$ cat config.mk
export PLATFORM = sky130hd
export DESIGN_NAME = byte_alu_with_register_file_top
export DESIGN_NICKNAME = d
export VERILOG_FILES = /design/src/hw/rtl/bal_pkg.sv /design/src/hw/rtl/bal_regfile.sv /design/src/hw/rtl/bal_alu_unit.sv /design/src/hw/rtl/byte_alu_with_register_file_top.sv
export SDC_FILE = /design/constraint.sdc
export NUM_CORES = 1
export LEC_CHECK = 0
export ABC_CLOCK_PERIOD_IN_PS = 5700
export BUFFER_PORTS_ARGS = -buffer_cell sky130_fd_sc_hd__buf_2
export CORE_UTILIZATION = 50
export DETAILED_ROUTE_END_ITERATION = 7
export GPL_TIMING_DRIVEN = 0
export PLACE_DENSITY = 0.67
export REMOVE_ABC_BUFFERS = 1
export SYNTH_ARGS = -nofsm -noshare
export SYNTH_HDL_FRONTEND = slang
export SYNTH_SLANG_ARGS = --single-unit
$ cat constraint.sdc
create_clock -name clock -period 5.7 [get_ports clock]
set_clock_uncertainty 0.15 [all_clocks]
set_input_delay 0.285 -clock clock [delete_from_list [all_inputs] [get_ports clock]]
set_output_delay 0.285 -clock clock [all_outputs]
set_load 0.01 [all_outputs]
$ cat src/hw/rtl/bal_pkg.sv
package bal_pkg;

   localparam int DATA_WIDTH     = 8;
   localparam int CNT_WIDTH      = $clog2(DATA_WIDTH);
   localparam int REG_COUNT      = 4;
   localparam int REG_ADDR_WIDTH = $clog2(REG_COUNT);
   localparam int BYTE_WIDTH     = 8;

   localparam logic [REG_ADDR_WIDTH-1:0] REM_REG = REG_ADDR_WIDTH'(REG_COUNT - 1);

   typedef enum logic [2:0] {
      OP_MOVE = 3'd0,
      OP_ADD  = 3'd1,
      OP_MUL  = 3'd2,
      OP_DIV  = 3'd3,
      OP_SUB  = 3'd4,
      OP_NOT  = 3'd5,
      OP_OR   = 3'd6,
      OP_AND  = 3'd7
   } op_type;

   typedef enum logic [2:0] {
      ST_IDLE,
      ST_LOAD,
      ST_EXEC,
      ST_WRREM,
      ST_DONE
   } state_type;

   typedef struct packed {
      op_type                    op;
      logic [REG_ADDR_WIDTH-1:0] target_reg;
      logic [REG_ADDR_WIDTH-1:0] source_reg;
      logic                      use_immediate;
      logic [BYTE_WIDTH-1:0]     immediate;
   } req_type;

   typedef struct packed {
      logic [BYTE_WIDTH-1:0] written_value;
      logic [BYTE_WIDTH-1:0] remainder;
      logic                  divide_by_zero;
   } rsp_type;

   typedef struct packed {
      op_type                op;
      logic [DATA_WIDTH-1:0] a;
      logic [DATA_WIDTH-1:0] b;
   } alu_cmd_type;

   typedef struct packed {
      logic [DATA_WIDTH-1:0] result;
      logic [DATA_WIDTH-1:0] remainder;
      logic                  div_by_zero;
   } alu_res_type;

   typedef struct packed {
      logic                      en;
      logic [REG_ADDR_WIDTH-1:0] addr;
      logic [DATA_WIDTH-1:0]     data;
   } rf_wr_type;

endpackage

$ cat src/hw/rtl/bal_regfile.sv
module bal_regfile (
   input  logic                               clock,
   input  logic                               reset,
   input  bal_pkg::rf_wr_type                 wr,
   input  logic [bal_pkg::REG_ADDR_WIDTH-1:0] rd_addr_a,
   input  logic [bal_pkg::REG_ADDR_WIDTH-1:0] rd_addr_b,
   output logic [bal_pkg::DATA_WIDTH-1:0]     rd_data_a,
   output logic [bal_pkg::DATA_WIDTH-1:0]     rd_data_b
);

   logic [bal_pkg::DATA_WIDTH-1:0] mem_ff [bal_pkg::REG_COUNT];
   logic [bal_pkg::REG_COUNT-1:0]  valid_ff;
   logic [bal_pkg::REG_COUNT-1:0]  valid_in;
   logic [bal_pkg::DATA_WIDTH-1:0] rd_a_ff;
   logic [bal_pkg::DATA_WIDTH-1:0] rd_b_ff;
   logic                           rd_a_valid_ff;
   logic                           rd_b_valid_ff;

   always_comb begin
      valid_in = valid_ff;
      if (wr.en) begin
         valid_in[wr.addr] = 1'b1;
      end
   end

   always_ff @(posedge clock) begin
      if (reset) begin
         valid_ff <= '0;
      end else begin
         valid_ff <= valid_in;
      end
   end

   always_ff @(posedge clock) begin
      if (wr.en) begin
         mem_ff[wr.addr] <= wr.data;
      end
      rd_a_ff       <= mem_ff[rd_addr_a];
      rd_b_ff       <= mem_ff[rd_addr_b];
      rd_a_valid_ff <= valid_ff[rd_addr_a];
      rd_b_valid_ff <= valid_ff[rd_addr_b];
   end

   // entries never written read as zero
   assign rd_data_a = rd_a_valid_ff ? rd_a_ff : '0;
   assign rd_data_b = rd_b_valid_ff ? rd_b_ff : '0;

endmodule

$ cat src/hw/rtl/bal_alu_unit.sv
module bal_alu_unit (
   input  logic                 clock,
   input  logic                 reset,
   input  logic                 start,
   input  bal_pkg::alu_cmd_type cmd,
   output logic                 done,
   output bal_pkg::alu_res_type res
);

   localparam int W = bal_pkg::DATA_WIDTH;

   logic                          busy_ff, busy_in;
   logic                          done_ff, done_in;
   bal_pkg::op_type               op_ff, op_in;
   logic [bal_pkg::CNT_WIDTH-1:0] cnt_ff, cnt_in;
   logic [W-1:0]                  x_ff, x_in;
   logic [W-1:0]                  y_ff, y_in;
   logic [W-1:0]                  z_ff, z_in;
   bal_pkg::alu_res_type          res_ff, res_in;
   logic [W:0]                    add_x;
   logic [W:0]                    add_y;
   logic                          add_sub;
   logic [W:0]                    sum;

   // shared adder / subtractor
   always_comb begin
      if (busy_ff && op_ff == bal_pkg::OP_MUL) begin
         add_x   = {1'b0, x_ff};
         add_y   = z_ff[0] ? {1'b0, y_ff} : '0;
         add_sub = 1'b0;
      end else if (busy_ff) begin
         add_x   = {x_ff, z_ff[W-1]};
         add_y   = {1'b0, y_ff};
         add_sub = 1'b1;
      end else begin
         add_x   = {1'b0, cmd.a};
         add_y   = {1'b0, cmd.b};
         add_sub = (cmd.op == bal_pkg::OP_SUB);
      end
      sum = add_x + (add_sub ? ~add_y : add_y) + (W+1)'(add_sub);
   end

   always_comb begin
      busy_in = busy_ff;
      done_in = 1'b0;
      op_in   = op_ff;
      cnt_in  = cnt_ff;
      x_in    = x_ff;
      y_in    = y_ff;
      z_in    = z_ff;
      res_in  = res_ff;
      if (busy_ff) begin
         if (op_ff == bal_pkg::OP_MUL) begin
            // shift-add multiply
            x_in = sum[W-1:0];
            y_in = y_ff << 1;
            z_in = z_ff >> 1;
         end else begin
            // restoring divide, one quotient bit a step
            if (!sum[W]) begin
               x_in = sum[W-1:0];
               z_in = {z_ff[W-2:0], 1'b1};
            end else begin
               x_in = add_x[W-1:0];
               z_in = {z_ff[W-2:0], 1'b0};
            end
         end
         cnt_in = cnt_ff - 1'b1;
         if (cnt_ff == '0) begin
            busy_in            = 1'b0;
            done_in            = 1'b1;
            res_in.div_by_zero = 1'b0;
            if (op_ff == bal_pkg::OP_MUL) begin
               res_in.result    = x_in;
               res_in.remainder = '0;
            end else begin
               res_in.result    = z_in;
               res_in.remainder = x_in;
            end
         end
      end else if (start) begin
         op_in              = cmd.op;
         res_in.remainder   = '0;
         res_in.div_by_zero = 1'b0;
         case (cmd.op)
            bal_pkg::OP_MUL: begin
               busy_in = 1'b1;
               cnt_in  = bal_pkg::CNT_WIDTH'(W - 1);
               x_in    = '0;
               y_in    = cmd.a;
               z_in    = cmd.b;
            end
            bal_pkg::OP_DIV: begin
               if (cmd.b == '0) begin
                  done_in            = 1'b1;
                  res_in.result      = cmd.a;
                  res_in.div_by_zero = 1'b1;
               end else begin
                  busy_in = 1'b1;
                  cnt_in  = bal_pkg::CNT_WIDTH'(W - 1);
                  x_in    = '0;
                  y_in    = cmd.b;
                  z_in    = cmd.a;
               end
            end
            bal_pkg::OP_MOVE: begin
               done_in       = 1'b1;
               res_in.result = cmd.b;
            end
            bal_pkg::OP_ADD, bal_pkg::OP_SUB: begin
               done_in       = 1'b1;
               res_in.result = sum[W-1:0];
            end
            bal_pkg::OP_NOT: begin
               done_in       = 1'b1;
               res_in.result = ~cmd.a;
            end
            bal_pkg::OP_OR: begin
               done_in       = 1'b1;
               res_in.result = cmd.a | cmd.b;
            end
            default: begin
               done_in       = 1'b1;
               res_in.result = cmd.a & cmd.b;
            end
         endcase
      end
   end

   always_ff @(posedge clock) begin
      if (reset) begin
         busy_ff <= 1'b0;
         done_ff <= 1'b0;
      end else begin
         busy_ff <= busy_in;
         done_ff <= done_in;
      end
   end

   always_ff @(posedge clock) begin
      op_ff  <= op_in;
      cnt_ff <= cnt_in;
      x_ff   <= x_in;
      y_ff   <= y_in;
      z_ff   <= z_in;
      res_ff <= res_in;
   end

   assign done = done_ff;
   assign res  = res_ff;

endmodule

$ cat src/hw/rtl/byte_alu_with_register_file_top.sv
// channel | direction | handshake             | payload
// req     | in        | req_valid / req_ready | req_data (bal_pkg::req_type)
// rsp     | out       | rsp_valid / rsp_ready | rsp_data (bal_pkg::rsp_type)
//
// one transaction at a time; req_ready is high only while idle
// after accept: LOAD reads the registers, EXEC runs the alu and writes the target
// (not on a zero divisor), WRREM writes the remainder after a divide, DONE registers
// the response; multiply and divide step the shared adder one bit a cycle
// reset clears the four registers to zero through per-entry valid bits
// a stalled rsp holds in the output register; the next req is taken meanwhile
module byte_alu_with_register_file_top (
   input  logic             clock,
   input  logic             reset,
   input  logic             req_valid,
   output logic             req_ready,
   input  bal_pkg::req_type req_data,
   output logic             rsp_valid,
   input  logic             rsp_ready,
   output bal_pkg::rsp_type rsp_data
);

   bal_pkg::state_type             state_ff, state_in;
   bal_pkg::req_type               req_ff, req_in;
   bal_pkg::alu_res_type           work_ff, work_in;
   logic                           rsp_valid_ff, rsp_valid_in;
   bal_pkg::rsp_type               rsp_data_ff, rsp_data_in;
   bal_pkg::rf_wr_type             rf_wr;
   logic [bal_pkg::DATA_WIDTH-1:0] rd_a;
   logic [bal_pkg::DATA_WIDTH-1:0] rd_b;
   logic                           u_start;
   bal_pkg::alu_cmd_type           u_cmd;
   logic                           u_done;
   bal_pkg::alu_res_type           u_res;
   logic                           rem_to_target;

   bal_regfile u_regfile (
      .clock     (clock),
      .reset     (reset),
      .wr        (rf_wr),
      .rd_addr_a (req_data.target_reg),
      .rd_addr_b (req_data.source_reg),
      .rd_data_a (rd_a),
      .rd_data_b (rd_b)
   );

   bal_alu_unit u_alu (
      .clock (clock),
      .reset (reset),
      .start (u_start),
      .cmd   (u_cmd),
      .done  (u_done),
      .res   (u_res)
   );

   assign req_ready = (state_ff == bal_pkg::ST_IDLE);
   assign u_start   = (state_ff == bal_pkg::ST_LOAD);

   always_comb begin
      u_cmd.op = req_ff.op;
      u_cmd.a  = rd_a;
      u_cmd.b  = req_ff.use_immediate ?
                 bal_pkg::DATA_WIDTH'(req_ff.immediate) : rd_b;
   end

   // divide into the remainder register leaves the remainder there
   assign rem_to_target = (req_ff.op == bal_pkg::OP_DIV) && !work_ff.div_by_zero &&
                          (req_ff.target_reg == bal_pkg::REM_REG);

   always_comb begin
      state_in     = state_ff;
      req_in       = req_ff;
      work_in      = work_ff;
      rsp_valid_in = rsp_valid_ff && !rsp_ready;
      rsp_data_in  = rsp_data_ff;
      rf_wr.en     = 1'b0;
      rf_wr.addr   = req_ff.target_reg;
      rf_wr.data   = u_res.result;
      case (state_ff)
         bal_pkg::ST_IDLE: begin
            if (req_valid) begin
               req_in   = req_data;
               state_in = bal_pkg::ST_LOAD;
            end
         end
         bal_pkg::ST_LOAD: begin
            state_in = bal_pkg::ST_EXEC;
         end
         bal_pkg::ST_EXEC: begin
            if (u_done) begin
               work_in  = u_res;
               rf_wr.en = !u_res.div_by_zero;
               if (req_ff.op == bal_pkg::OP_DIV && !u_res.div_by_zero) begin
                  state_in = bal_pkg::ST_WRREM;
               end else begin
                  state_in = bal_pkg::ST_DONE;
               end
            end
         end
         bal_pkg::ST_WRREM: begin
            rf_wr.en   = 1'b1;
            rf_wr.addr = bal_pkg::REM_REG;
            rf_wr.data = work_ff.remainder;
            state_in   = bal_pkg::ST_DONE;
         end
         bal_pkg::ST_DONE: begin
            if (!rsp_valid_ff || rsp_ready) begin
               rsp_valid_in               = 1'b1;
               rsp_data_in.written_value  = bal_pkg::BYTE_WIDTH'(rem_to_target ?
                                            work_ff.remainder : work_ff.result);
               rsp_data_in.remainder      = bal_pkg::BYTE_WIDTH'(work_ff.remainder);
               rsp_data_in.divide_by_zero = work_ff.div_by_zero;
               state_in                   = bal_pkg::ST_IDLE;
            end
         end
         default: begin
            state_in = bal_pkg::ST_IDLE;
         end
      endcase
   end

   always_ff @(posedge clock) begin
      if (reset) begin
         state_ff     <= bal_pkg::ST_IDLE;
         rsp_valid_ff <= 1'b0;
      end else begin
         state_ff     <= state_in;
         rsp_valid_ff <= rsp_valid_in;
      end
   end

   always_ff @(posedge clock) begin
      req_ff      <= req_in;
      work_ff     <= work_in;
      rsp_data_ff <= rsp_data_in;
   end

   assign rsp_valid = rsp_valid_ff;
   assign rsp_data  = rsp_data_ff;

`ifndef NO_ASSERTIONS
   a_done_in_exec : assert property (@(posedge clock) disable iff (reset)
      u_done |-> state_ff == bal_pkg::ST_EXEC)
      else $error("alu result outside execute");

   a_no_write_when_idle : assert property (@(posedge clock) disable iff (reset)
      rf_wr.en |-> !req_ready)
      else $error("register write while idle");

   a_accept_loads : assert property (@(posedge clock) disable iff (reset)
      req_valid && req_ready |=> state_ff == bal_pkg::ST_LOAD)
      else $error("accepted transaction not loaded");

   a_dz_no_remainder : assert property (@(posedge clock) disable iff (reset)
      rsp_valid && rsp_data.divide_by_zero |-> rsp_data.remainder == '0)
      else $error("remainder on zero divisor");

   a_rem_write_after_div : assert property (@(posedge clock) disable iff (reset)
      state_ff == bal_pkg::ST_WRREM |-> $past(u_done) && req_ff.op == bal_pkg::OP_DIV)
      else $error("remainder write without divide");
`endif

endmodule

==> qor.csv, run 1 <==
metric,value,unit
run status,"finished, violations left",
failing checks,DRC,
Filler cells,1155,
CP Launch Type,flip-flop,
actual slew at the worst max-slew pin,1360,ps
Hold Path Sink,state_ff[2],
chip height,125,um
ANT nets after route,0,
Area contributors post-synth,"edfxtp_1, dfxtp_1, mux4_2",
leading area contributor after synthesis,edfxtp_1,
power share of the clock group,40.6,%
Final Setup Violations,0,
Critical Path Sink Type,flip-flop,
Worst EP required,5740,ps
CP top delay family,simple AND/OR/NAND/NOR gates,
GR Util All Layers,24.7,%
Gate Count Post-Synth,646,
Worst slew margin,8.68,%
WS Path Type,reg -> reg,
initial antenna violation count,0,
reg2reg end,u_alu.x_ff[2],
routed wire length,18.7,mm
WP depth,13,
Syn Area/Cell,11.8,um^2
Row Count,44,
Yosys top cell area share,50.2,%
DP Wirelength,12.9,mm
layout cells sized above 1,19.1,%
Max Freq,195,MHz
Worst-path clk slew,70,ps
RSZ-0062 raised after global routing,false,
CTS Buffer Depth,2,
vias in the first global route,5241,
"slowest stage delay, CP",910,ps
R2R Path Start,req_ff[15],
Overflow after GRT,0,
top-count cell post-synth,edfxtp_1,
"reg-to-reg slack, setup",580,ps
Area Overhead vs Synth,13.5,%
global-route wire length before repair,28.7,mm
Hold Path Stages,4,
Async SR Flop Fraction,0,%
Synth Register Bits,155,
Net Sw Frac,26.8,%
vias per cell,6.22,
internal power,1.95,mW
"Clk Latency, worst-skew pair",430,ps
post-synthesis sequential area ratio,57.5,%
pwr/cell area,308,nW/um^2
CP cell instances,or4b_1 -> and2_0 -> a21oi_1 -> o22ai_1 -> nand2_1 -> o21ai_0 -> ha_1 -> and3_1 -> a221oi_1 -> o31a_1 -> nand2_1 -> mux2_2 -> and2_1,
initial drt markers,734,
Worst Path Arrival,5160,ps
main flop type after synthesis,edfxtp_1,
Hold WC Path Type,in -> reg,
"Distinct cells, synth",66,
largest net degree at the start of global routing,58,
Bufs and invs on worst path,0,
# Post-CTS Setup Buffers,0,
worst hold path startpoint,rsp_ready,
number of inserted diodes,0,
Ys Warns,0,
fin crit period,5120,ps
clk root buf,clkbuf_16,
largest fanout on the critical path,24,
routability cong.,0.906,
Initial DRT Pass Iterations,8,
port bufs,38,
Netlist Area Pre-Place,7600,um^2
drt wl/cell,21.4,um
Final Slew Violations,0,
Final Instance Area,8630,um^2
synth cell count leaders,"edfxtp_1, nand2_1, nor2_1, a21oi_1, o21ai_0",
Peak VDD IR,0.000254,V
"most used cell, CP",nand2_1,
slowest cell on the critical path,edfxtp_1,
Vias,5445,
CTS tree,done,
Starting Density,51.7,%
CTS Buf Count,17,
sequential power share,49.1,%
Final Hold Vio Count,0,
Ports,39,
nets@finish,710,
core area,14700,um^2
TritonCTS Sinks,155,
# DRC,5,
"EDFF count, synth",127,
number of max-cap violations,0,
power share of the combinational group,10.3,%
R2R depth,13,
Net Sw Power,0.714,mW
die area,15700,um^2
Die X,125,um
final hold slack,24.0,ps
area post-placement,7950,um^2
CTS H-tree depth,4,
Tcrit/Tclk final,89.8,%
P_leak,3.00,nW
-- sequential cells by signal, indices dropped and copies added, names as in the netlist, 14 cells and up --
register          cells
req_ff               14
rsp_data             17
u_alu.res            17
u_regfile.mem_ff     32
work_ff              17
-- stage by stage --
step	std cells	TNS [ps]	utilization [%]	power, mW	worst slack (ps)
after floorplan	606	0	-	1.49	329
after global placement	828	-20310	53.5	1.58	-1120
after detailed placement	833	0	54.1	1.59	684
after CTS	876	0	58.7	2.66	669
after global routing	876	0	58.7	2.75	296
final	876	0	58.7	2.66	581
-- worst min-delay path: cells and delay by family --
family	cells	cell delay (ps)
buffers and inverters	1	70
AOI/OAI and AO/OA	1	60
and+or+nand+nor	2	140
-- cell type report --
cell class | instances | area [um^2] | area share (%)
tap | 184 | 230 | 2.67
inverter | 10 | 37.5 | 0.435
clock inverter | 14 | 131 | 1.52
clock buffer | 17 | 425 | 4.93
multi-input combinational | 441 | 3070 | 35.5
timing repair buffer | 55 | 360 | 4.18
sequential | 155 | 4380 | 50.7
-- worst max path at each step --
stage | from | endpoint | slack [ps]
finish | req_ff[15] | u_alu.x_ff[2] | 580
global route | req_ff[15] | u_alu.x_ff[2] | 300
CTS | req_ff[15] | u_alu.x_ff[2] | 670
detailed placement | req_ff[15] | u_alu.x_ff[2] | 680
global placement | u_alu.busy_ff | u_alu.res[9] | -1120
floorplan | u_alu.busy_ff | u_alu.x_ff[2] | 330
-- placed cells by master (no fill, tap or decap), types with 8 or more instances in the layout --
cell type and count:
nand3_1 9, o22ai_1 13, dlygate4sd3_1 12, xnor2_1 10, mux4_2 18, mux2_2 20, buf_2 38, dfxtp_1 27
clkbuf_16 17, ha_1 9, mux2i_1 9, edfxtp_1 127, a31oi_1 18, o211ai_1 8, a211oi_1 9, inv_1 9
nand2_1 75, o21ai_0 32, a21oi_1 37, nor2_1 58
-- layer usage --
| layer | track usage (%) | part of all wire (%) | vias to the layer above |
|---|---|---|---|
| met4 | 10.3 | 2.6 | 0 |
| li1 | - | - | 2520 |
| met1 | 33.4 | 42 | 2604 |
| met2 | 39.3 | 48 | 286 |
| met5 | 0 | 0 | - |
| met3 | 4.79 | 8.1 | 35 |
-- power groups by stage --
stage	sequential (mW)	clock, mW	combinational, mW
floorplan	1.32	0	0.178
global placement	1.33	0	0.252
detailed placement	1.33	0	0.263
CTS	1.30	1.08	0.271
finish	1.31	1.08	0.275
global route	1.31	1.14	0.298
-- repair_timing --
| item | CTS | global route |
|---|---|---|
| hold endpoints to repair | 12 | 0 |
| hold buffers | 12 | 0 |
| setup endpoints to repair | 0 | 0 |
| gates resized for setup | 0 | 0 |
-- logic make-up (layout without fill, tap and decap cells) --
group           count (synthesis)  after routing  share of synthesized area [%]
compound gates                163            163                           14.1
xor+xnor                       16             16                           1.84
fa+ha+maj                      10             10                           1.74
buf+inv                        50             96                           2.57
flops                         155            155                           57.5
mux                            47             47                           9.48
simple gates                  205            205                           12.7
Power figures use the tool's default switching activity.
==> run 2, diff against run 1 <==
--- a/config.mk
+++ b/config.mk
@@ -9,7 +9,6 @@
 export BUFFER_PORTS_ARGS = -buffer_cell sky130_fd_sc_hd__buf_2
 export CORE_UTILIZATION = 50
 export DETAILED_ROUTE_END_ITERATION = 7
-export GPL_TIMING_DRIVEN = 0
 export PLACE_DENSITY = 0.67
 export REMOVE_ABC_BUFFERS = 1
 export SYNTH_ARGS = -nofsm -noshare
==> run 2 against run 1 <==
The run still ends with DRC left. Combinational power grew 7%. Total power increased by 3.9%. Wire length grew 5.1%. Cell count increased by 1.3%. Via count increased by 1.9%. Setup slack gained 530 ps. Count of clock-buffer cells in the layout is 1 higher. Critical path depth unchanged. Critical path type unchanged. Largest power group unchanged. Highest routed layer unchanged.
==> qor.csv, run 2 (synthesis results as in run 1) <==
metric,value,unit
CP cell instances,or4b_1 -> and2_0 -> a21oi_1 -> o22ai_1 -> nand2_1 -> o21ai_0 -> ha_1 -> and3_1 -> a221oi_1 -> o31a_1 -> nand2_1 -> mux2_2 -> and2_1,
Final Slew Violations,0,
vias in the first global route,5333,
global-route wire length before repair,30.4,mm
"reg-to-reg slack, setup",1110,ps
reg2reg end,u_alu.x_ff[2],
Critical Path Sink Type,flip-flop,
Initial DRT Pass Iterations,8,
failing checks,DRC,
R2R depth,13,
largest net degree at the start of global routing,53,
WS Path Type,reg -> reg,
port bufs,38,
TritonCTS Sinks,155,
CP startpoint,req_ff[14],
initial drt markers,636,
Area Overhead vs Synth,14.9,%
Hold WC Path Type,in -> reg,
core area,14700,um^2
CTS Buf Count,17,
routed wire length,19.7,mm
CTS Buffer Depth,2,
Tcrit/Tclk final,80.5,%
Worst slew margin,31.7,%
CP Launch Type,flip-flop,
drt wl/cell,22.2,um
initial antenna violation count,0,
ANT nets after route,0,
largest fanout on the critical path,10,
Final Hold Vio Count,0,
Row Count,44,
CTS H-tree depth,4,
P_leak,3.07,nW
GR Util All Layers,26.2,%
Worst EP required,5740,ps
Post-CTS Resized,0,
Worst-path clk slew,70,ps
pwr/cell area,317,nW/um^2
run status,"finished, violations left",
R2R Path Start,req_ff[14],
DP Wirelength,13.7,mm
Top reg by flops,u_regfile.mem_ff,
"most common cell after layout, fill and taps aside",edfxtp_1,
Tot Pwr,2.76,mW
RSZ-0062 raised after global routing,false,
most frequent cells in the layout,"edfxtp_1, nand2_1, nor2_1",
actual slew at the worst max-slew pin,1020,ps
Ports,39,
post-route setup TNS,0,ps
fin crit period,4590,ps
"Clk Latency, worst-skew pair",440,ps
Final Setup Violations,0,
nets@finish,720,
crit path to,u_alu.x_ff[2],
number of max-cap violations,0,
Final Util,59.4,%
Die X,125,um
max reg flops,32,
CTS tree,done,
Overflow after GRT,0,
area post-placement,8000,um^2
die area,15700,um^2
Worst Path Arrival,4630,ps
routability cong.,0.937,
Starting Density,51.7,%
Max Freq,218,MHz
"most used cell, CP",nand2_1,
number of inserted diodes,0,
slowest cell on the critical path,or4b_1,
"slowest stage delay, CP",730,ps
layout cells sized above 1,19.9,%
# DRC,10,
Peak VDD IR,0.000241,V
vias per cell,6.26,
chip height,125,um
Vias,5550,
clk root buf,clkbuf_16,
Final Instance Area,8730,um^2
==> run 2: changes by cell type in the layout (fill, tap and decap cells not counted), moves of 2 or more <==
cell	change
inv_8	-2
inv_6	+2
buf_4	+10
bufinv_16	+2
clkinvlp_4	-2
==> run 2: timing repair <==
action                                 4_1_cts  5_1_grt
buffers inserted                             0        0
hold buffers                                12        0
endpoints found under the hold margin       12        0
==> run 2: routing by layer <==
layer / vias to the layer above / part of all wire, % / routed length (um) / global-route usage [%]
li1: 2540 / - / - / -
met1: 2727 / 43 / 8530 / 35.7
met2: 251 / 48 / 9410 / 41.5
met3: 32 / 6.8 / 1340 / 5.56
met4: 0 / 2.1 / 413 / 9.47
met5: - / 0 / 0 / 0
==> run 2: report_power, final <==
part / switching, mW / internal (mW)
clock: 0.512 / 0.664
combinational: 0.184 / 0.110
sequential: 0.0273 / 1.27
total: 0.723 / 2.04
==> run 2: layout make-up <==
cell class                      instances  area, um^2
Sequential cell                       155        4380
Multi-Input combinational cell        441        3060
Fill cell                            1178        5970
Timing Repair Buffer                   65         420
Tap cell                              184         230
Inverter                               10        37.5
Clock buffer                           18         429
Clock inverter                         14         179
==> run 2: worst min-delay path by stage <==
stage / from / end / slack [ps] / cells past startpoint
floorplan: reset / state_ff[2] / 200 / 1
global placement: u_alu.res[1] / work_ff[1] / 250 / 0
detailed placement: u_alu.res[7] / work_ff[7] / 270 / 0
CTS: rsp_ready / state_ff[2] / 10 / 4
global route: reset / u_regfile.valid_ff[1] / 10 / 2
finish: reset / u_regfile.valid_ff[1] / 20 / 2
==> run 2: worst max-delay path: cells and delay by family (launching register included) <==
| kind | cells | cell delay (ps) |
|---|---|---|
| and+or+nand+nor | 6 | 1810 |
| muxes | 1 | 370 |
| adders and majority gates | 1 | 440 |
| AOI/OAI and AO/OA | 5 | 1200 |
| DFF | 1 | 380 |
==> run 2: through the flow <==
stage	setup WS, ps	hold slack (ps)	cells
after floorplan	329	204	606
after global placement	1290	253	842
after detailed placement	1170	268	842
after CTS	1170	11.6	886
after global routing	847	9.65	887
final	1110	16.4	887
